<file path="src/sv/rotor_command_line_parser_unit_defines.svh">
// assertion macros shared by the rotor command line parser rtl
`ifndef ROTOR_COMMAND_LINE_PARSER_UNIT_DEFINES_SVH
`define ROTOR_COMMAND_LINE_PARSER_UNIT_DEFINES_SVH

// same-cycle implication, clocked on clk_i and quiet while rst_ni is low
`define RCLP_ASSERT_IMPL(lbl, ante, cons) \
  lbl: assert property (@(posedge clk_i) disable iff (!rst_ni) (ante) |-> (cons)) \
    else $error("rclp assertion failed");

// next-cycle implication, clocked on clk_i and quiet while rst_ni is low
`define RCLP_ASSERT_NEXT(lbl, ante, cons) \
  lbl: assert property (@(posedge clk_i) disable iff (!rst_ni) (ante) |=> (cons)) \
    else $error("rclp assertion failed");

`endif

</file>
<file path="src/sv/rclp_pkg.sv">
// types and constants of the rotor command line parser
package rclp_pkg;

  // ascii codes used by the parser and the reply builder
  localparam logic [7:0] CH_A     = 8'h41;
  localparam logic [7:0] CH_Z     = 8'h5A;
  localparam logic [7:0] CH_W     = 8'h57;
  localparam logic [7:0] CH_C     = 8'h43;
  localparam logic [7:0] CH_2     = 8'h32;
  localparam logic [7:0] CH_B     = 8'h42;
  localparam logic [7:0] CH_DOT   = 8'h2E;
  localparam logic [7:0] CH_0     = 8'h30;
  localparam logic [7:0] CH_CR    = 8'h0D;
  localparam logic [7:0] CH_EQ    = 8'h3D;
  localparam logic [7:0] CH_SP    = 8'h20;
  localparam logic [7:0] CH_E     = 8'h45;
  localparam logic [7:0] CH_L     = 8'h4C;
  localparam logic [7:0] CH_MINUS = 8'h2D;

  // only the first twelve line positions are ever examined
  localparam int unsigned STORE_DEPTH = 12;

  // decimal thresholds
  localparam int unsigned DEC_TEN      = 10;
  localparam int unsigned DEC_HUNDRED  = 100;
  localparam int unsigned DEC_THOUSAND = 1000;

  // binary to bcd converter size
  localparam int unsigned BCD_BITS   = 12;
  localparam int unsigned BCD_DIGITS = 4;
  localparam int unsigned BCD_CNT_W  = 4;

  typedef enum logic [2:0] {
    ST_IDLE,
    ST_DECODE,
    ST_CONVERT,
    ST_TARGET,
    ST_EMIT
  } ctrl_state_e;

  // reply template slots, walked in order; slots that do not apply are skipped
  typedef enum logic [4:0] {
    CS_A,
    CS_Z,
    CS_EQ,
    CS_AZ_PAD,
    CS_AZ_D2,
    CS_AZ_D1,
    CS_AZ_D0,
    CS_SP,
    CS_E,
    CS_L,
    CS_EQ2,
    CS_EL_ZERO,
    CS_EL_SIGN,
    CS_EL_D3,
    CS_EL_D2,
    CS_EL_D1,
    CS_EL_D0,
    CS_CR
  } char_sel_e;

  typedef struct packed {
    logic      take;
    logic      latch_target;
    logic      conv_start;
    logic      reply;
    char_sel_e slot;
  } dp_cmd_t;

  typedef struct packed {
    logic rx_cr;
    logic is_target;
    logic is_c;
    logic is_c2;
    logic is_b;
    logic az_ge10;
    logic az_ge100;
    logic el_neg;
    logic el_ge10;
    logic el_ge100;
    logic el_ge1000;
    logic conv_done;
  } dp_status_t;

endpackage

</file>
<file path="src/sv/rclp_in_if.sv">
// input channel: received byte and measured azimuth
interface rclp_in_if;
  logic       valid;
  logic       ready;
  logic [7:0] rx_char;
  logic [8:0] current_azimuth;

  modport source (output valid, rx_char, current_azimuth, input ready);
  modport sink (input valid, rx_char, current_azimuth, output ready);
endinterface

</file>
<file path="src/sv/rclp_out_if.sv">
// output channel: target update or reply character
interface rclp_out_if;
  logic               valid;
  logic               ready;
  logic               kind;
  logic signed [15:0] target_azimuth;
  logic signed [12:0] target_elevation;
  logic [7:0]         tx_char;
  logic               last;

  modport source (output valid, kind, target_azimuth, target_elevation, tx_char, last,
                  input ready);
  modport sink (input valid, kind, target_azimuth, target_elevation, tx_char, last,
                output ready);
endinterface

</file>
<file path="src/sv/rclp_bcd_conv.sv">
// iterative binary to bcd converter, one bit per cycle
module rclp_bcd_conv (
  input  logic                                     clk_i,
  input  logic                                     rst_ni,
  input  logic                                     start_i,
  input  logic [rclp_pkg::BCD_BITS-1:0]            bin_i,
  output logic [4*rclp_pkg::BCD_DIGITS-1:0]        bcd_o,
  output logic                                     done_o
);
  import rclp_pkg::*;

  localparam int unsigned BcdW = 4 * BCD_DIGITS;

  logic [BCD_BITS-1:0]  bin_q, bin_d;
  logic [BcdW-1:0]      bcd_q, bcd_d, adj;
  logic [BCD_CNT_W-1:0] cnt_q, cnt_d;

  // add three to every digit of five or more, then shift in the next bit
  always_comb begin
    logic [3:0] nib;
    for (int k = 0; k < BCD_DIGITS; k++) begin
      nib = bcd_q[4*k +: 4];
      adj[4*k +: 4] = (nib >= 4'd5) ? nib + 4'd3 : nib;
    end
    bin_d = bin_q;
    bcd_d = bcd_q;
    cnt_d = cnt_q;
    if (start_i) begin
      bin_d = bin_i;
      bcd_d = '0;
      cnt_d = BCD_CNT_W'(BCD_BITS);
    end else if (cnt_q != '0) begin
      bcd_d = {adj[BcdW-2:0], bin_q[BCD_BITS-1]};
      bin_d = {bin_q[BCD_BITS-2:0], 1'b0};
      cnt_d = cnt_q - 1'b1;
    end
  end

  // step counter
  always_ff @(posedge clk_i or negedge rst_ni) begin
    if (!rst_ni) begin
      cnt_q <= '0;
    end else begin
      cnt_q <= cnt_d;
    end
  end

  // shift registers
  always_ff @(posedge clk_i) begin
    bin_q <= bin_d;
    bcd_q <= bcd_d;
  end

  assign bcd_o  = bcd_q;
  assign done_o = (cnt_q == '0);

endmodule

</file>
<file path="src/sv/rclp_datapath.sv">
// line store, target arithmetic, elevation register and reply character select
module rclp_datapath #(
  parameter int unsigned LINE_LEN = 20
) (
  input  logic                 clk_i,
  input  logic                 rst_ni,
  input  rclp_pkg::dp_cmd_t    cmd_i,
  output rclp_pkg::dp_status_t status_o,
  input  logic [7:0]           rx_char_i,
  input  logic [8:0]           current_azimuth_i,
  output logic                 kind_o,
  output logic signed [15:0]   target_azimuth_o,
  output logic signed [12:0]   target_elevation_o,
  output logic [7:0]           tx_char_o,
  output logic                 last_o
);
  import rclp_pkg::*;

  localparam int unsigned       IdxW    = $clog2(LINE_LEN);
  localparam logic [IdxW-1:0]   IdxLast = IdxW'(LINE_LEN - 1);
  localparam int unsigned       BcdW    = 4 * BCD_DIGITS;

  logic [7:0]         line_q [STORE_DEPTH];
  logic [IdxW-1:0]    idx_q, idx_d;
  logic signed [12:0] stored_el_q;
  logic signed [15:0] tgt_az_q;
  logic [8:0]         az_q;

  logic               rx_cr;
  logic               is_w;
  logic               use_h;
  logic [7:0]         h_ch, t_ch, u_ch, et_ch, eu_ch;
  logic signed [8:0]  h_d, t_d, u_d, et_d, eu_d;
  logic signed [15:0] h_v, t_v, u_v;
  logic signed [12:0] et_v, eu_v;
  logic signed [15:0] az_calc;
  logic signed [12:0] el_calc;
  logic signed [12:0] el_negated;
  logic [BCD_BITS-1:0] el_mag;
  logic [BcdW-1:0]    az_bcd, el_bcd;
  logic               az_done, el_done;
  logic [7:0]         reply_ch;

  function automatic logic signed [8:0] dig(input logic [7:0] ch);
    dig = $signed({1'b0, ch} - {1'b0, CH_0});
  endfunction

  function automatic logic [7:0] dec_ch(input logic [3:0] nib);
    dec_ch = CH_0 + {4'b0000, nib};
  endfunction

  assign rx_cr = (rx_char_i == CH_CR);

  // write index: saturates at LINE_LEN - 1, back to zero on carriage return
  always_comb begin
    priority if (rx_cr) begin
      idx_d = '0;
    end else if (idx_q != IdxLast) begin
      idx_d = idx_q + 1'b1;
    end else begin
      idx_d = idx_q;
    end
  end

  // line store, index and stored elevation
  always_ff @(posedge clk_i or negedge rst_ni) begin
    if (!rst_ni) begin
      for (int i = 0; i < STORE_DEPTH; i++) begin
        line_q[i] <= '0;
      end
      idx_q       <= '0;
      stored_el_q <= '0;
    end else begin
      if (cmd_i.take) begin
        for (int i = 0; i < STORE_DEPTH; i++) begin
          if (idx_q == IdxW'(i)) begin
            line_q[i] <= rx_char_i;
          end
        end
        idx_q <= idx_d;
      end
      if (cmd_i.latch_target) begin
        stored_el_q <= el_calc;
      end
    end
  end

  // beat payload registers
  always_ff @(posedge clk_i) begin
    if (cmd_i.take) begin
      az_q <= current_azimuth_i;
    end
    if (cmd_i.latch_target) begin
      tgt_az_q <= az_calc;
    end
  end

  // digit positions per line form
  assign is_w = (line_q[0] == CH_W);

  always_comb begin
    priority if (is_w) begin
      use_h = 1'b1;
      h_ch  = line_q[1];
      t_ch  = line_q[2];
      u_ch  = line_q[3];
      et_ch = line_q[6];
      eu_ch = line_q[7];
    end else if (line_q[4] != CH_DOT) begin
      use_h = 1'b1;
      h_ch  = line_q[2];
      t_ch  = line_q[3];
      u_ch  = line_q[4];
      et_ch = line_q[10];
      eu_ch = line_q[11];
    end else begin
      use_h = 1'b0;
      h_ch  = line_q[2];
      t_ch  = line_q[2];
      u_ch  = line_q[3];
      et_ch = line_q[9];
      eu_ch = line_q[10];
    end
  end

  // target arithmetic, no digit check
  always_comb begin
    h_d  = dig(h_ch);
    t_d  = dig(t_ch);
    u_d  = dig(u_ch);
    et_d = dig(et_ch);
    eu_d = dig(eu_ch);
    h_v  = use_h ? {{7{h_d[8]}}, h_d} : '0;
    t_v  = {{7{t_d[8]}}, t_d};
    u_v  = {{7{u_d[8]}}, u_d};
    et_v = {{4{et_d[8]}}, et_d};
    eu_v = {{4{eu_d[8]}}, eu_d};
    az_calc = h_v * 16'sd100 + t_v * 16'sd10 + u_v;
    el_calc = et_v * 13'sd10 + eu_v;
  end

  // elevation magnitude for the reply
  assign el_negated = -stored_el_q;
  assign el_mag     = stored_el_q[12] ? el_negated[BCD_BITS-1:0]
                                      : stored_el_q[BCD_BITS-1:0];

  rclp_bcd_conv u_az_conv (
    .clk_i   (clk_i),
    .rst_ni  (rst_ni),
    .start_i (cmd_i.conv_start),
    .bin_i   ({{(BCD_BITS - 9){1'b0}}, az_q}),
    .bcd_o   (az_bcd),
    .done_o  (az_done)
  );

  rclp_bcd_conv u_el_conv (
    .clk_i   (clk_i),
    .rst_ni  (rst_ni),
    .start_i (cmd_i.conv_start),
    .bin_i   (el_mag),
    .bcd_o   (el_bcd),
    .done_o  (el_done)
  );

  // status toward the controller
  always_comb begin
    status_o.rx_cr     = rx_cr;
    status_o.is_target = ((line_q[0] == CH_A) && (line_q[1] == CH_Z)) || is_w;
    status_o.is_c      = (line_q[0] == CH_C);
    status_o.is_c2     = (line_q[0] == CH_C) && (line_q[1] == CH_2);
    status_o.is_b      = (line_q[0] == CH_B);
    status_o.az_ge10   = (az_q >= 9'(DEC_TEN));
    status_o.az_ge100  = (az_q >= 9'(DEC_HUNDRED));
    status_o.el_neg    = stored_el_q[12];
    status_o.el_ge10   = (el_mag >= BCD_BITS'(DEC_TEN));
    status_o.el_ge100  = (el_mag >= BCD_BITS'(DEC_HUNDRED));
    status_o.el_ge1000 = (el_mag >= BCD_BITS'(DEC_THOUSAND));
    status_o.conv_done = az_done && el_done;
  end

  // reply character for the current template slot
  always_comb begin
    unique case (cmd_i.slot)
      CS_A:       reply_ch = CH_A;
      CS_Z:       reply_ch = CH_Z;
      CS_EQ:      reply_ch = CH_EQ;
      CS_AZ_PAD:  reply_ch = CH_0;
      CS_AZ_D2:   reply_ch = dec_ch(az_bcd[11:8]);
      CS_AZ_D1:   reply_ch = dec_ch(az_bcd[7:4]);
      CS_AZ_D0:   reply_ch = dec_ch(az_bcd[3:0]);
      CS_SP:      reply_ch = CH_SP;
      CS_E:       reply_ch = CH_E;
      CS_L:       reply_ch = CH_L;
      CS_EQ2:     reply_ch = CH_EQ;
      CS_EL_ZERO: reply_ch = CH_0;
      CS_EL_SIGN: reply_ch = CH_MINUS;
      CS_EL_D3:   reply_ch = dec_ch(el_bcd[15:12]);
      CS_EL_D2:   reply_ch = dec_ch(el_bcd[11:8]);
      CS_EL_D1:   reply_ch = dec_ch(el_bcd[7:4]);
      CS_EL_D0:   reply_ch = dec_ch(el_bcd[3:0]);
      CS_CR:      reply_ch = CH_CR;
      default:    reply_ch = CH_CR;
    endcase
  end

  // output beat payload
  assign kind_o             = cmd_i.reply;
  assign target_azimuth_o   = cmd_i.reply ? '0 : tgt_az_q;
  assign target_elevation_o = cmd_i.reply ? '0 : stored_el_q;
  assign tx_char_o          = cmd_i.reply ? reply_ch : '0;
  assign last_o             = !cmd_i.reply || (cmd_i.slot == CS_CR);

endmodule

</file>
<file path="src/sv/rclp_ctrl.sv">
// controller: byte intake, line decode, conversion wait and reply sequencing
`include "rotor_command_line_parser_unit_defines.svh"

module rclp_ctrl (
  input  logic                 clk_i,
  input  logic                 rst_ni,
  input  logic                 in_valid_i,
  output logic                 in_ready_o,
  output logic                 out_valid_o,
  input  logic                 out_ready_i,
  input  rclp_pkg::dp_status_t status_i,
  output rclp_pkg::dp_cmd_t    cmd_o
);
  import rclp_pkg::*;

  ctrl_state_e state_q, state_d;
  char_sel_e   slot_q, slot_d;
  logic        slot_on;

  // whether the current slot produces a character for this line
  always_comb begin
    unique case (slot_q)
      CS_AZ_PAD:  slot_on = !status_i.az_ge100;
      CS_AZ_D2:   slot_on = status_i.az_ge100;
      CS_AZ_D1:   slot_on = status_i.az_ge10;
      CS_EL_SIGN: slot_on = status_i.el_neg;
      CS_EL_D3:   slot_on = status_i.el_ge1000;
      CS_EL_D2:   slot_on = status_i.el_ge100;
      CS_EL_D1:   slot_on = status_i.el_ge10;
      default:    slot_on = 1'b1;
    endcase
  end

  // next state
  always_comb begin
    state_d = state_q;
    slot_d  = slot_q;
    unique case (state_q)
      ST_IDLE: begin
        if (in_valid_i && status_i.rx_cr) begin
          state_d = ST_DECODE;
        end
      end
      ST_DECODE: begin
        priority if (status_i.is_target) begin
          state_d = ST_TARGET;
        end else if (status_i.is_c || status_i.is_b) begin
          state_d = ST_CONVERT;
          slot_d  = status_i.is_c ? CS_A : CS_E;
        end else begin
          state_d = ST_IDLE;
        end
      end
      ST_CONVERT: begin
        if (status_i.conv_done) begin
          state_d = ST_EMIT;
        end
      end
      ST_TARGET: begin
        if (out_ready_i) begin
          state_d = ST_IDLE;
        end
      end
      ST_EMIT: begin
        if (!slot_on || out_ready_i) begin
          priority if (slot_q == CS_CR) begin
            state_d = ST_IDLE;
          end else if (slot_q == CS_AZ_D0) begin
            slot_d = status_i.is_c2 ? CS_SP : CS_CR;
          end else if (slot_q == CS_EL_D0) begin
            slot_d = CS_CR;
          end else begin
            slot_d = char_sel_e'(slot_q + 5'd1);
          end
        end
      end
      default: begin
        state_d = ST_IDLE;
      end
    endcase
  end

  // outputs and datapath commands
  always_comb begin
    in_ready_o         = (state_q == ST_IDLE);
    out_valid_o        = (state_q == ST_TARGET) || ((state_q == ST_EMIT) && slot_on);
    cmd_o.take         = (state_q == ST_IDLE) && in_valid_i;
    cmd_o.latch_target = (state_q == ST_DECODE) && status_i.is_target;
    cmd_o.conv_start   = (state_q == ST_DECODE) && !status_i.is_target &&
                         (status_i.is_c || status_i.is_b);
    cmd_o.reply        = (state_q == ST_EMIT);
    cmd_o.slot         = slot_q;
  end

  // state registers
  always_ff @(posedge clk_i or negedge rst_ni) begin
    if (!rst_ni) begin
      state_q <= ST_IDLE;
      slot_q  <= CS_CR;
    end else begin
      state_q <= state_d;
      slot_q  <= slot_d;
    end
  end

  // intake and result beats never overlap
  `RCLP_ASSERT_IMPL(a_no_overlap, in_ready_o, !out_valid_o)
  // a carriage return beat always leads to a line decode
  `RCLP_ASSERT_NEXT(a_cr_decode, in_valid_i && in_ready_o && status_i.rx_cr, state_q == ST_DECODE)
  // replies are only sequenced for C and B lines
  `RCLP_ASSERT_IMPL(a_emit_kind, state_q == ST_EMIT, status_i.is_c || status_i.is_b)
  // a target beat carries the line it was decoded from
  `RCLP_ASSERT_IMPL(a_target_kind, state_q == ST_TARGET, status_i.is_target)

endmodule

</file>
<file path="src/sv/rotor_command_line_parser_unit.sv">
// Rotor command line parser. Bytes from the receive channel are collected into a line;
// an ordinary byte is taken while the parser is idle and produces nothing. A carriage
// return ends the line: a decode state follows, and an AZ or W line then offers a single
// target update beat, held while the result side stalls, before the input is ready again.
// A C, C2 or B line loads two binary to decimal converters, one for the azimuth and one
// for the elevation, that run side by side; the wait after the load covers 12 shift steps
// (one bit per cycle) and ends when the controller sees them finished. Then the slots of
// an 18-slot reply template are walked, one slot per cycle while the result side does not
// stall: a C2 line walks all 18, a C line stops after the azimuth digits and jumps to the
// carriage return (8 slots), a B line starts at the elevation part (10 slots). A slot that
// does not apply to the values (pad zero, leading digits, sign) offers no beat and is
// passed over; a slot that applies offers one reply character beat and holds while the
// result side stalls. The carriage-return character carries last. No new byte is taken
// until the line's results are all delivered. The line store sits in flip-flops cleared
// at reset, so no clearing pass is needed. LINE_LEN sets where the write index saturates.
module rotor_command_line_parser_unit #(
  parameter int unsigned LINE_LEN = 20
) (
  input  logic              clk_i,
  input  logic              rst_ni,
  rclp_in_if.sink           in_i,
  rclp_out_if.source        out_o
);
  import rclp_pkg::*;

  dp_cmd_t    cmd;
  dp_status_t status;

  rclp_ctrl u_ctrl (
    .clk_i       (clk_i),
    .rst_ni      (rst_ni),
    .in_valid_i  (in_i.valid),
    .in_ready_o  (in_i.ready),
    .out_valid_o (out_o.valid),
    .out_ready_i (out_o.ready),
    .status_i    (status),
    .cmd_o       (cmd)
  );

  rclp_datapath #(
    .LINE_LEN (LINE_LEN)
  ) u_datapath (
    .clk_i              (clk_i),
    .rst_ni             (rst_ni),
    .cmd_i              (cmd),
    .status_o           (status),
    .rx_char_i          (in_i.rx_char),
    .current_azimuth_i  (in_i.current_azimuth),
    .kind_o             (out_o.kind),
    .target_azimuth_o   (out_o.target_azimuth),
    .target_elevation_o (out_o.target_elevation),
    .tx_char_o          (out_o.tx_char),
    .last_o             (out_o.last)
  );

endmodule
</file>
<file path="src/flat_wrapper.sv">
// flat-port wrapper written by rule: the top's interface ports become plain ports
module rotor_command_line_parser_unit_flat import rclp_pkg::*;
#(
  parameter int unsigned LINE_LEN = 20
)
  (clk_i, rst_ni, in_i_valid, in_i_rx_char, in_i_current_azimuth, in_i_ready, out_o_valid, out_o_kind, out_o_target_azimuth, out_o_target_elevation, out_o_tx_char, out_o_last, out_o_ready);
  rclp_in_if in_i_i ();
  rclp_out_if out_o_i ();
  input  logic clk_i;
  input  logic rst_ni;
  input wire logic [$bits(in_i_i.valid)-1:0] in_i_valid;
  input wire logic [$bits(in_i_i.rx_char)-1:0] in_i_rx_char;
  input wire logic [$bits(in_i_i.current_azimuth)-1:0] in_i_current_azimuth;
  output wire logic [$bits(in_i_i.ready)-1:0] in_i_ready;
  output wire logic [$bits(out_o_i.valid)-1:0] out_o_valid;
  output wire logic [$bits(out_o_i.kind)-1:0] out_o_kind;
  output wire logic [$bits(out_o_i.target_azimuth)-1:0] out_o_target_azimuth;
  output wire logic [$bits(out_o_i.target_elevation)-1:0] out_o_target_elevation;
  output wire logic [$bits(out_o_i.tx_char)-1:0] out_o_tx_char;
  output wire logic [$bits(out_o_i.last)-1:0] out_o_last;
  input wire logic [$bits(out_o_i.ready)-1:0] out_o_ready;
  assign in_i_i.valid = in_i_valid;
  assign in_i_i.rx_char = in_i_rx_char;
  assign in_i_i.current_azimuth = in_i_current_azimuth;
  assign in_i_ready = in_i_i.ready;
  assign out_o_valid = out_o_i.valid;
  assign out_o_kind = out_o_i.kind;
  assign out_o_target_azimuth = out_o_i.target_azimuth;
  assign out_o_target_elevation = out_o_i.target_elevation;
  assign out_o_tx_char = out_o_i.tx_char;
  assign out_o_last = out_o_i.last;
  assign out_o_i.ready = out_o_ready;
  rotor_command_line_parser_unit #(.LINE_LEN(LINE_LEN)) u_core (.clk_i(clk_i), .rst_ni(rst_ni), .in_i(in_i_i), .out_o(out_o_i));
endmodule
</file>
<file path="config.mk">
export PLATFORM = sky130hd
export DESIGN_NAME = rotor_command_line_parser_unit_flat
export DESIGN_NICKNAME = d
export VERILOG_FILES = /design/src/sv/rclp_pkg.sv /design/src/sv/rclp_in_if.sv /design/src/sv/rclp_out_if.sv /design/src/sv/rclp_bcd_conv.sv /design/src/sv/rclp_datapath.sv /design/src/sv/rclp_ctrl.sv /design/src/sv/rotor_command_line_parser_unit.sv /design/src/flat_wrapper.sv
export VERILOG_INCLUDE_DIRS = /design/src /design/src/sv
export SDC_FILE = /design/constraint.sdc
export NUM_CORES = 1
export LEC_CHECK = 0
export ABC_AREA = 0
export BUFFER_PORTS_ARGS = -buffer_cell sky130_fd_sc_hd__buf_2
export CAP_MARGIN = 20
export CORE_ASPECT_RATIO = 0.9
export CORE_MARGIN = 3
export CORE_UTILIZATION = 60
export CTS_BUF_LIST = sky130_fd_sc_hd__clkbuf_4 sky130_fd_sc_hd__clkbuf_8 sky130_fd_sc_hd__clkbuf_16
export DETAILED_ROUTE_END_ITERATION = 8
export GPL_TIMING_DRIVEN = 0
export PLACE_DENSITY_LB_ADDON = 0.12
export SLEW_MARGIN = 15
export SYNTH_ARGS = -nofsm -noshare
export SYNTH_HDL_FRONTEND = slang
export SYNTH_SLANG_ARGS = --single-unit
</file>
<file path="constraint.sdc">
create_clock -name clk_i -period 12.65 [get_ports clk_i]
set_input_delay 0 -clock clk_i [delete_from_list [all_inputs] [get_ports clk_i]]
set_output_delay 0 -clock clk_i [all_outputs]
set_load 0.005 [all_outputs]
</file>
==> results of run 1 <==
## sequential cells by signal, indices dropped and copies added (netlist names)
signal                             cells
u_core.u_datapath.az_q                 9
u_core.u_ctrl.state_q                  3
u_core.u_datapath.stored_el_q         13
u_core.u_datapath.line_q              80
u_core.u_datapath.u_az_conv.bin_q     12
u_core.u_datapath.u_el_conv.bin_q     12
u_core.u_datapath.idx_q                5
u_core.u_ctrl.slot_q                   5
u_core.u_datapath.tgt_az_q            16
u_core.u_datapath.u_az_conv.cnt_q      4
u_core.u_datapath.u_el_conv.cnt_q      4
u_core.u_datapath.u_az_conv.bcd_o     12
u_core.u_datapath.u_el_conv.bcd_o     16
## per-layer routing
layer  routed length, um  global-route usage [%]  up-vias
met5                   0                       0        -
met4                 393                    5.50        0
met3                1950                    4.74       39
met2               13900                    41.1      311
met1               15600                    41.2     5132
li1                    -                       -     5141
## how the worst max path moves through the flow
stage | depth (start not counted) | to
floorplan | 22 | u_core.u_datapath.tgt_az_q[14]
global placement | 22 | u_core.u_datapath.tgt_az_q[14]
detailed placement | 22 | u_core.u_datapath.tgt_az_q[14]
CTS | 22 | u_core.u_datapath.tgt_az_q[14]
global route | 22 | u_core.u_datapath.tgt_az_q[14]
finish | 22 | u_core.u_datapath.tgt_az_q[14]
## metrics by stage
stage	std cells	cell area, um^2	setup slack [ns]	hold slack [ns]	util, %
after floorplan	1406	13200	6.42	-0.296	-
after global placement	1752	13900	5.50	0.177	65.6
after detailed placement	1754	13900	5.47	-0.0891	65.7
after CTS	1797	14700	5.40	0.00176	69.1
after global routing	1797	14700	4.95	0.0126	69.1
final	1797	14700	5.39	0.00671	69.1
## kinds of logic (layout without fill, tap and decap cells)
group                      after synthesis  after routing
buffers and inverters                  167            272
adders and majority gates              138            138
other                                    1              1
DFF                                    191            191
AOI/OAI and AO/OA                      303            303
and+or+nand+nor                        423            423
muxes                                  106            106
xor gates and xnor gates                77             77
## layout by cell type, fill, tap and decap left out, drive strengths merged, types with 12 or more instances in the layout
master  count
ha        114
a21o       12
nor3       27
nand3      25
edfxtp     46
nand2     171
nor2       74
fa         24
o21ai      88
a21oi      88
inv       107
nand2b     18
and2       33
buf        69
nor2b      15
dfxtp      31
dfrtp     112
a211oi     16
xnor2      56
xor2       20
clkbuf     76
mux2       87
mux2i      19
## worst max-delay path: cells and delay by family, from the launching register on
family / cells / cell delay [ns]
buffers and inverters: 4 / 1.56
AND/OR/NAND/NOR: 4 / 1.02
flip-flops: 1 / 0.38
AO/OA/AOI/OAI: 5 / 1.21
adder cells (fa/ha/maj): 7 / 2.54
XOR/XNOR: 2 / 0.29
## final cells by class
cell class / instances / area (um^2) / share of cell area [%]
multi-input combinational: 1048 / 7750 / 52.9
inverter: 101 / 379 / 2.59
sequential: 191 / 4860 / 33.1
clock buffer: 17 / 425 / 2.90
tap: 286 / 358 / 2.44
buffer: 66 / 253 / 1.72
clock inverter: 15 / 188 / 1.28
timing repair buffer: 73 / 449 / 3.06
==> out/qor.txt, run 1 <==
outcome: finished, final reports clean
IO buf count: 60
commonest cells in the synthesized netlist: 171 x nand2_1, 114 x ha_1, 112 x dfrtp_1, 101 x inv_1
GRT Util Overall: 27.1%
CP Capture Type: register
RSZ-0062 raised after global routing: false
Post-Synth Simple-Gate Area: 15.5%
height of the die: 147 um
Pre-Repair DR Iteration Count: 5
gpl congestion: 0.904
Vias/cell: 5.91
hold_buf cts: 11
TNS Setup: 0 ns
fin crit period: 7.26 ns
fill count: 1,671
TritonCTS clock tree: yes
worst-case clock buffer depth: 2
YS warnings: 0
CTS HTree Levels: 4
xor-xnor portion of the synthesized cell area: 5.20%
Main synth FF type: dfrtp_1
EDFF count, synth: 46
DRT iter0 DRCs: 848
clk_lat worst skew: 0.45 ns
Num CTS Buffers: 17
post-synthesis sequential area ratio: 36.7%
initial core utilization: 62.4%
worst slew pin tran: 0.981 ns
CTS resizes: 0
# IOs: 62
Area contributors post-synth: dfrtp_1 21%, ha_1 11%, edfxtp_1 10%, mux2_2 7.1%, nand2_1 4.8%
Mean Syn Cell Area: 9.42 um^2
mux contribution to synthesized area: 8.92%
Relative slew margins: 33.7%
worst path cell trace: or4b_1 -> clkbuf_1 -> nor2_1 -> clkbuf_1 -> clkbuf_1 -> clkbuf_1 -> a22o_1 -> ha_1 -> fa_1 -> ha_1 -> ha_1 -> fa_1 -> a21oi_1 -> nor2_1 -> nor2_1 -> xnor2_1 -> fa_1 -> ha_1 -> a21boi_0 -> a41o_1 -> o41ai_1 -> xnor2_1
#FFs+latches synth: 191
clock root cell: clkbuf_16
part of the cycle the worst path needs: 57.4%
setup violators final: 0
Worst EP arrival: 7.46 ns
CTS sink count: 191
share of cells above drive strength 1: 12.8%
Detailed Route WL: 31,900 um
worst hold path class: primary input to async pin
syn_nets: 1,565
FP Rows: 50
Post-Syn Instances: 1,406
top cell type's share of synthesized area: 21.2%
Antenna Nets Post-Route: 0
clock skew: 0.0135 ns
count leader, synth: nand2_1
DR DRC count: 0
Critical Path Start: u_core.u_datapath.line_q[91]
R2R setup slack: 5.39 ns
Worst Reg-to-Reg Cells: 22
DIE AREA: 23,900 um^2
Peak Freq: 0.138 GHz
reg2reg start: u_core.u_datapath.line_q[91]
CP max FO: 10
first-pass GRT wire length: 52,100 um
fraction of the mapped netlist area in adder cells: 14.4%
Antenna Cells: 0
fin. max-slew vios: 0
post-synthesis cell type count: 77
area grow syn2layout: 10.7%
slowest CP cell: or4b_1
CTS clk-pin slew, worst paths: 0.08 ns
postcts setup bufs: 0
vias in the first global route: 10,000
Max-cap violations: 0
post-synthesis compound-gate area fraction: 14.5%
via count: 10,600
DP Wirelength: 23,700 um
Worst R2R End: u_core.u_datapath.tgt_az_q[14]
largest net degree at the start of global routing: 87
final net count: 1,657
critical path startpoint category: register
WP data required: 12.84 ns
routed len/inst: 17.8 um
gr ovfl total: 0
area of the mapped netlist: 13,200 um^2
slowest stage delay, CP: 0.50 ns
Setup CP Type: register to register
main combinational cell family by area after synthesis: simple AND/OR/NAND/NOR gates
final hold vios: 0
Die W: 163 um
core box area: 21,200 um^2
initial antenna violation count: 0
post-synth top area cell: dfrtp_1
share of flip-flops with an asynchronous set or reset: 59.7%
Power of run 1 is left out: the tool's default activity adds up to more than one toggle a clock period on the data nets, which glitch-free logic cannot reach.
==> run 2: changes to the inputs <==
- ABC_AREA: 0 -> 1
- clock period: 12.65 -> 7.45 ns (I/O delays scaled with it)
==> run 2 against run 1 <==
Net effect:
- critical path depth up 5
- maximum frequency up 16%
- sequential share of layout area down 0.35 points
- non-clock buffer count down 16
- first-iteration DRC count up 41%
- hold slack better by 0.028 ns
- via count up 9.5%
- critical path type unchanged
- critical endpoint unchanged
- largest cell class unchanged
==> out/qor.txt, run 2 <==
syn_nets: 1,860 (+19%)
delay-heaviest family, CP: adder cells
DIE AREA: 24,100 um^2 (+0.74%)
slowest CP cell: fa_1
via count: 11,600 (+9.5%)
core box area: 21,800 um^2 (+2.6%)
fin. max-slew vios: 0 (unchanged)
gr ovfl total: 0 (unchanged)
CTS HTree Levels: 4 (unchanged)
initial core utilization: 61.3% (-1.1 points)
TNS Setup: 0 ns (unchanged)
Final WS setup: 1.18 ns (-4.21 ns)
YS warnings: 0 (unchanged)
worst slew pin tran: 0.827 ns (-0.155 ns)
initial antenna violation count: 1 (+1)
fill count: 1,859 (+11%)
commonest cells in the synthesized netlist: 386 x nand2_1, 264 x inv_1, 180 x o21ai_0, 120 x nor2_1, 114 x ha_1
WP data required: 7.63 ns (-5.21 ns)
#FFs+latches synth: 191 (unchanged)
DP Wirelength: 25,700 um (+8.3%)
setup violators final: 0 (unchanged)
buffer and inverter count on the worst path: 4 (unchanged)
Vias/cell: 5.54 (-6.3%)
CP max FO: 10 (unchanged)
RSZ-0062 raised after global routing: false
DRT iter0 DRCs: 1,196 (+41%)
share of cells above drive strength 1: 9.57% (-3.2 points)
outcome: finished, final reports clean
TritonCTS clock tree: yes
worst hold path class: primary input to register
part of the cycle the worst path needs: 84.2% (+27 points)
area of the mapped netlist: 13,300 um^2 (+0.77%)
count leader, synth: nand2_1
final hold vios: 0 (unchanged)
Post-Syn Instances: 1,701 (+21%)
critical path startpoint category: register
most common cell after layout, fill and taps aside: nand2_1
height of the die: 147 um (+0.37%)
CTS sink count: 191 (unchanged)
clock root cell: clkbuf_16
worst-case clock buffer depth: 2 (unchanged)
share of flip-flops with an asynchronous set or reset: 59.7% (unchanged)
Non-Filler Instances: 2,098 (+17%)
CTS clk-pin slew, worst paths: 0.08 ns (about the same)
IO buf count: 60 (unchanged)
gpl congestion: 0.930 (+2.9%)
area grow syn2layout: 11.0%
slowest stage delay, CP: 0.52 ns (+0.02 ns)
post-synthesis sequential area ratio: 36.4% (-0.28 points)
Worst EP arrival: 6.46 ns (-1.00 ns)
EDFF count, synth: 46 (unchanged)
DR DRC count: 0 (unchanged)
post-synthesis cell type count: 62 (-19%)
CTS resizes: 0 (unchanged)
Peak Freq: 0.159 GHz (+16%)
Pre-Repair DR Iteration Count: 6 (+1)
placed cell count: 2,053 (+17%)
Largest register FFs: 80 (unchanged)
clock skew: 0.0238 ns (+0.0102 ns)
Antenna Cells: 0 (unchanged)
GRT Util Overall: 29.3% (+2.2 points)
clk_lat worst skew: 0.45 ns (about the same)
Detailed Route WL: 34,300 um (+7.4%)
FP Rows: 51 (+2.0%)
Relative slew margins: 44.9% (+11 points)
Mean Syn Cell Area: 7.85 um^2 (-17%)
Setup WS pre-CTS: 1.30 ns (-4.17 ns)
most frequent cells in the layout: 386 x nand2_1, 264 x inv_1, 180 x o21ai_0
final net count: 1,953 (+18%)
# IOs: 62 (unchanged)
crit-path most repeated cell: ha_1
Most flops, register: u_core.u_datapath.line_q
first-pass GRT wire length: 56,100 um (+7.6%)
routed len/inst: 16.3 um (-8.0%)
Die W: 163 um (+0.37%)
top cell type's share of synthesized area: 21.0% (-0.16 points)
Antenna Nets Post-Route: 0 (unchanged)
Num CTS Buffers: 17 (unchanged)
Setup CP Type: register to register
Main synth FF type: dfrtp_1
fin crit period: 6.27 ns (-0.992 ns)
post-synth top area cell: dfrtp_1
CP Capture Type: register
Area contributors post-synth: dfrtp_1 21%, nand2_1 11%, ha_1 11%, edfxtp_1 10%, inv_1 7.4%
largest net degree at the start of global routing: 88 (+1.1%)
vias in the first global route: 11,000 (+9.3%)
Max-cap violations: 0 (unchanged)
[run 2: area by class of cell]
cell class	count	area, um^2	area share (%)
plain buffers	49	245	1.65
repair buffers	74	464	3.13
clock buffers	18	450	3.04
clock inverters	14	194	1.31
multi-input cells	1188	7210	48.7
flip-flops and latches	191	4860	32.8
well taps	291	364	2.46
inverters	273	1030	6.95
[run 2: through the flow]
step / area, um^2 / utilization [%] / hold WS (ns)
finish: 14800 / 68.1 / 0.0351
global route: 14800 / 68.1 / 0.0572
floorplan: 13300 / - / -0.296
detailed placement: 14000 / 64.5 / -0.0891
CTS: 14800 / 68.1 / 0.0320
global placement: 14000 / 64.4 / 0.176
[run 2: path summary, 6_finish.rpt]
| check | from | endpoint | slack, ns | cells after the start |
|---|---|---|---|---|
| setup / recovery | u_core.u_datapath.line_q[89] | u_core.u_datapath.tgt_az_q[14] | 1.18 | 27 |
| hold / removal | in_i_rx_char[3] | u_core.u_datapath.line_q[43] | 0.04 | 3 |
| setup reg to reg | u_core.u_datapath.line_q[89] | u_core.u_datapath.tgt_az_q[14] | 1.18 | 27 |
| hold reg to reg | u_core.u_datapath.line_q[46] | u_core.u_datapath.line_q[46] | 0.49 | 2 |
| max in group asynchronous | rst_ni | u_core.u_datapath.u_el_conv.cnt_q[3] | 6.08 | 4 |
| min in group asynchronous | rst_ni | u_core.u_datapath.line_q[71] | 0.54 | 3 |
[run 2: per-layer routing]
metal	share of wire, %	track usage (%)
met5	0.023	0
met4	1.8	7.82
met3	7.5	5.77
met2	44	44.7
met1	47	43.0
[run 2: what timing repair did]
action | in CTS | in global routing
hold endpoints to repair | 124 | 0
buffers inserted | 0 | 0
hold buffers | 13 | 0
[run 2: logic make-up (layout without fill, tap and decap cells)]
| kind of cell | count (synthesis) | count (layout) | synth area share [%] |
|---|---|---|---|
| XOR/XNOR | 53 | 53 | 3.48 |
| adder cells (fa/ha/maj) | 138 | 138 | 14.3 |
| buffers and inverters | 322 | 428 | 9.55 |
| flip-flops | 191 | 191 | 36.4 |
| AO/OA/AOI/OAI | 340 | 340 | 14.7 |
| AND/OR/NAND/NOR | 656 | 656 | 21.6 |
| other | 1 | 1 | 0.0281 |
[run 2: tightest hold or removal path, cell delays in order]
cell     delay [ns]
buf_2          0.09
inv_1          0.16
o21ai_0        0.20
Power of run 2 is left out for the same reason.
==> run 3: changes to the inputs <==
- clock period: 7.45 -> 6.25 ns (I/O delays scaled with it)
==> run 3 against run 2 <==
Net effect:
- first-iteration DRC count down 8.9%
- register-to-register slack worse by 0.75 ns
- global-route usage unchanged
- count of clock-buffer cells in the layout unchanged
- maximum frequency up 7.8%
- final cell count about the same
- highest routed layer unchanged
==> out/qor.txt, run 3 (synthesis results as in run 2) <==
DIE AREA: 24,100 um^2 (unchanged)
Pre-Repair DR Iteration Count: 6 (unchanged)
part of the cycle the worst path needs: 93.1% (+8.9 points)
post-layout util: 68.1% (about the same)
Worst EP arrival: 6.01 ns (-0.45 ns)
Vias/cell: 5.53 (-0.28%)
most common cell after layout, fill and taps aside: nand2_1
Antenna Nets Post-Route: 0 (unchanged)
CTS sink count: 191 (unchanged)
Setup CP Type: register to register
Detailed Route WL: 34,200 um (-0.23%)
IO buf count: 60 (unchanged)
CP Capture Type: register
Die W: 163 um (unchanged)
outcome: finished, final reports clean
Placed Area: 14,000 um^2 (unchanged)
initial core utilization: 61.3% (unchanged)
Peak Freq: 0.172 GHz (+7.8%)
core box area: 21,800 um^2 (unchanged)
via count: 11,600 (-0.33%)
Relative slew margins: 45.6% (+0.75 points)
gpl congestion: 0.930 (unchanged)
fin crit period: 5.82 ns (-0.452 ns)
delay-heaviest family, CP: adder cells
Antenna Cells: 0 (unchanged)
most frequent cells in the layout: 386 x nand2_1, 264 x inv_1, 178 x o21ai_0
height of the die: 147 um (unchanged)
vias in the first global route: 11,000 (unchanged)
slowest stage delay, CP: 0.44 ns (-0.08 ns)
postcts setup bufs: 0 (unchanged)
clock root cell: clkbuf_16
gr ovfl total: 0 (unchanged)
final hold vios: 0 (unchanged)
worst-case clock buffer depth: 2 (unchanged)
largest net degree at the start of global routing: 88 (unchanged)
WP data required: 6.44 ns (-1.19 ns)
final net count: 1,952 (-0.051%)
Largest register FFs: 80 (unchanged)
CP max FO: 10 (unchanged)
TritonCTS clock tree: yes
fill count: 1,856 (-0.16%)
TNS Setup: 0 ns (unchanged)
DRT iter0 DRCs: 1,089 (-8.9%)
FF/Latch Area: 4860 um^2 (unchanged)
setup violators final: 0 (unchanged)
RSZ-0062 raised after global routing: false
multi-input logic area: 7220 um^2 (+0.14%)
DP Wirelength: 25,700 um (unchanged)
GRT Util Overall: 29.3% (unchanged)
initial antenna violation count: 1 (unchanged)
Non-Filler Instances: 2,097 (-0.048%)
slowest CP cell: fa_1
placed cell count: 2,053 (unchanged)
worst slew pin tran: 0.815 ns (-0.0112 ns)
CTS HTree Levels: 4 (unchanged)
buffer and inverter count on the worst path: 6 (+2)
area grow syn2layout: 11.1% (about the same)
FP Rows: 51 (unchanged)
# IOs: 62 (unchanged)
CTS clk-pin slew, worst paths: 0.09 ns (about the same)
share of cells above drive strength 1: 9.75% (+0.17 points)
routed len/inst: 16.3 um (-0.18%)
clk_lat worst skew: 0.45 ns (about the same)
Max-cap violations: 0 (unchanged)
worst hold path class: primary input to register
final instance area: 14,800 um^2 (about the same)
Most flops, register: u_core.u_datapath.line_q
DR DRC count: 0 (unchanged)
fin. max-slew vios: 0 (unchanged)
clock skew: 0.0214 ns (-0.00240 ns)
Num CTS Buffers: 17 (unchanged)
first-pass GRT wire length: 56,100 um (unchanged)
critical path startpoint category: register
==> run 3: changes by cell type in the layout (fill, tap and decap cells not counted) <==
cell | previous run | this run
o21ai_0 | 180 | 178
nor2_1 | 120 | 118
clkbuf_1 | 35 | 34
clkbuf_4 | 0 | 1
a22oi_1 | 3 | 2
o21ai_1 | 3 | 5
buf_2 | 65 | 64
a22oi_2 | 0 | 1
nor2_2 | 5 | 7
==> run 3: routing by layer <==
metal / part of all wire (%) / vias to the layer above / wire [um] / global-route usage, %
met5: 0.023 / - / 8 / 0
li1: - / 5732 / - / -
met3: 6.6 / 39 / 2270 / 5.77
met2: 44 / 370 / 15100 / 44.7
met1: 48 / 5446 / 16300 / 43.0
met4: 1.6 / 2 / 545 / 7.82
==> run 3: worst min-delay path, cell delays in order <==
cell     delay [ns]
buf_2          0.09
inv_1          0.16
o21ai_0        0.20
==> run 3: what timing repair did <==
action,in CTS,in global routing
hold endpoints to repair,124,0
hold buffers,13,0
resized for setup,0,6
endpoints found under the setup margin,0,4
==> run 3: final cells by class <==
type	count	area share, %
tap	291	2.46
multi-input combinational	1188	48.7
clock inverter	14	1.31
inverter	273	6.94
clock buffer	18	3.04
timing repair buffer	74	3.13
buffer	48	1.65
sequential	191	32.8
==> run 3: stage by stage <==
| step | hold WS [ns] | setup slack [ns] |
|---|---|---|
| floorplan | -0.296 | 0.880 |
| global placement | 0.176 | 0.180 |
| detailed placement | -0.0891 | 0.0970 |
| CTS | 0.0320 | 0.0661 |
| global route | 0.0572 | 0.0677 |
| finish | 0.0339 | 0.432 |
==> run 3: worst paths after layout <==
path / cells past startpoint / end / slack, ns / from
setup / recovery: 27 / u_core.u_datapath.tgt_az_q[15] / 0.43 / u_core.u_datapath.line_q[63]
hold / removal: 3 / u_core.u_datapath.line_q[43] / 0.03 / in_i_rx_char[3]
setup reg to reg: 27 / u_core.u_datapath.tgt_az_q[15] / 0.43 / u_core.u_datapath.line_q[63]
hold reg to reg: 2 / u_core.u_datapath.line_q[46] / 0.49 / u_core.u_datapath.line_q[46]
max in group asynchronous: 4 / u_core.u_datapath.u_el_conv.cnt_q[3] / 4.88 / rst_ni
min in group asynchronous: 3 / u_core.u_datapath.line_q[71] / 0.54 / rst_ni
Power of run 3 is left out for the same reason.
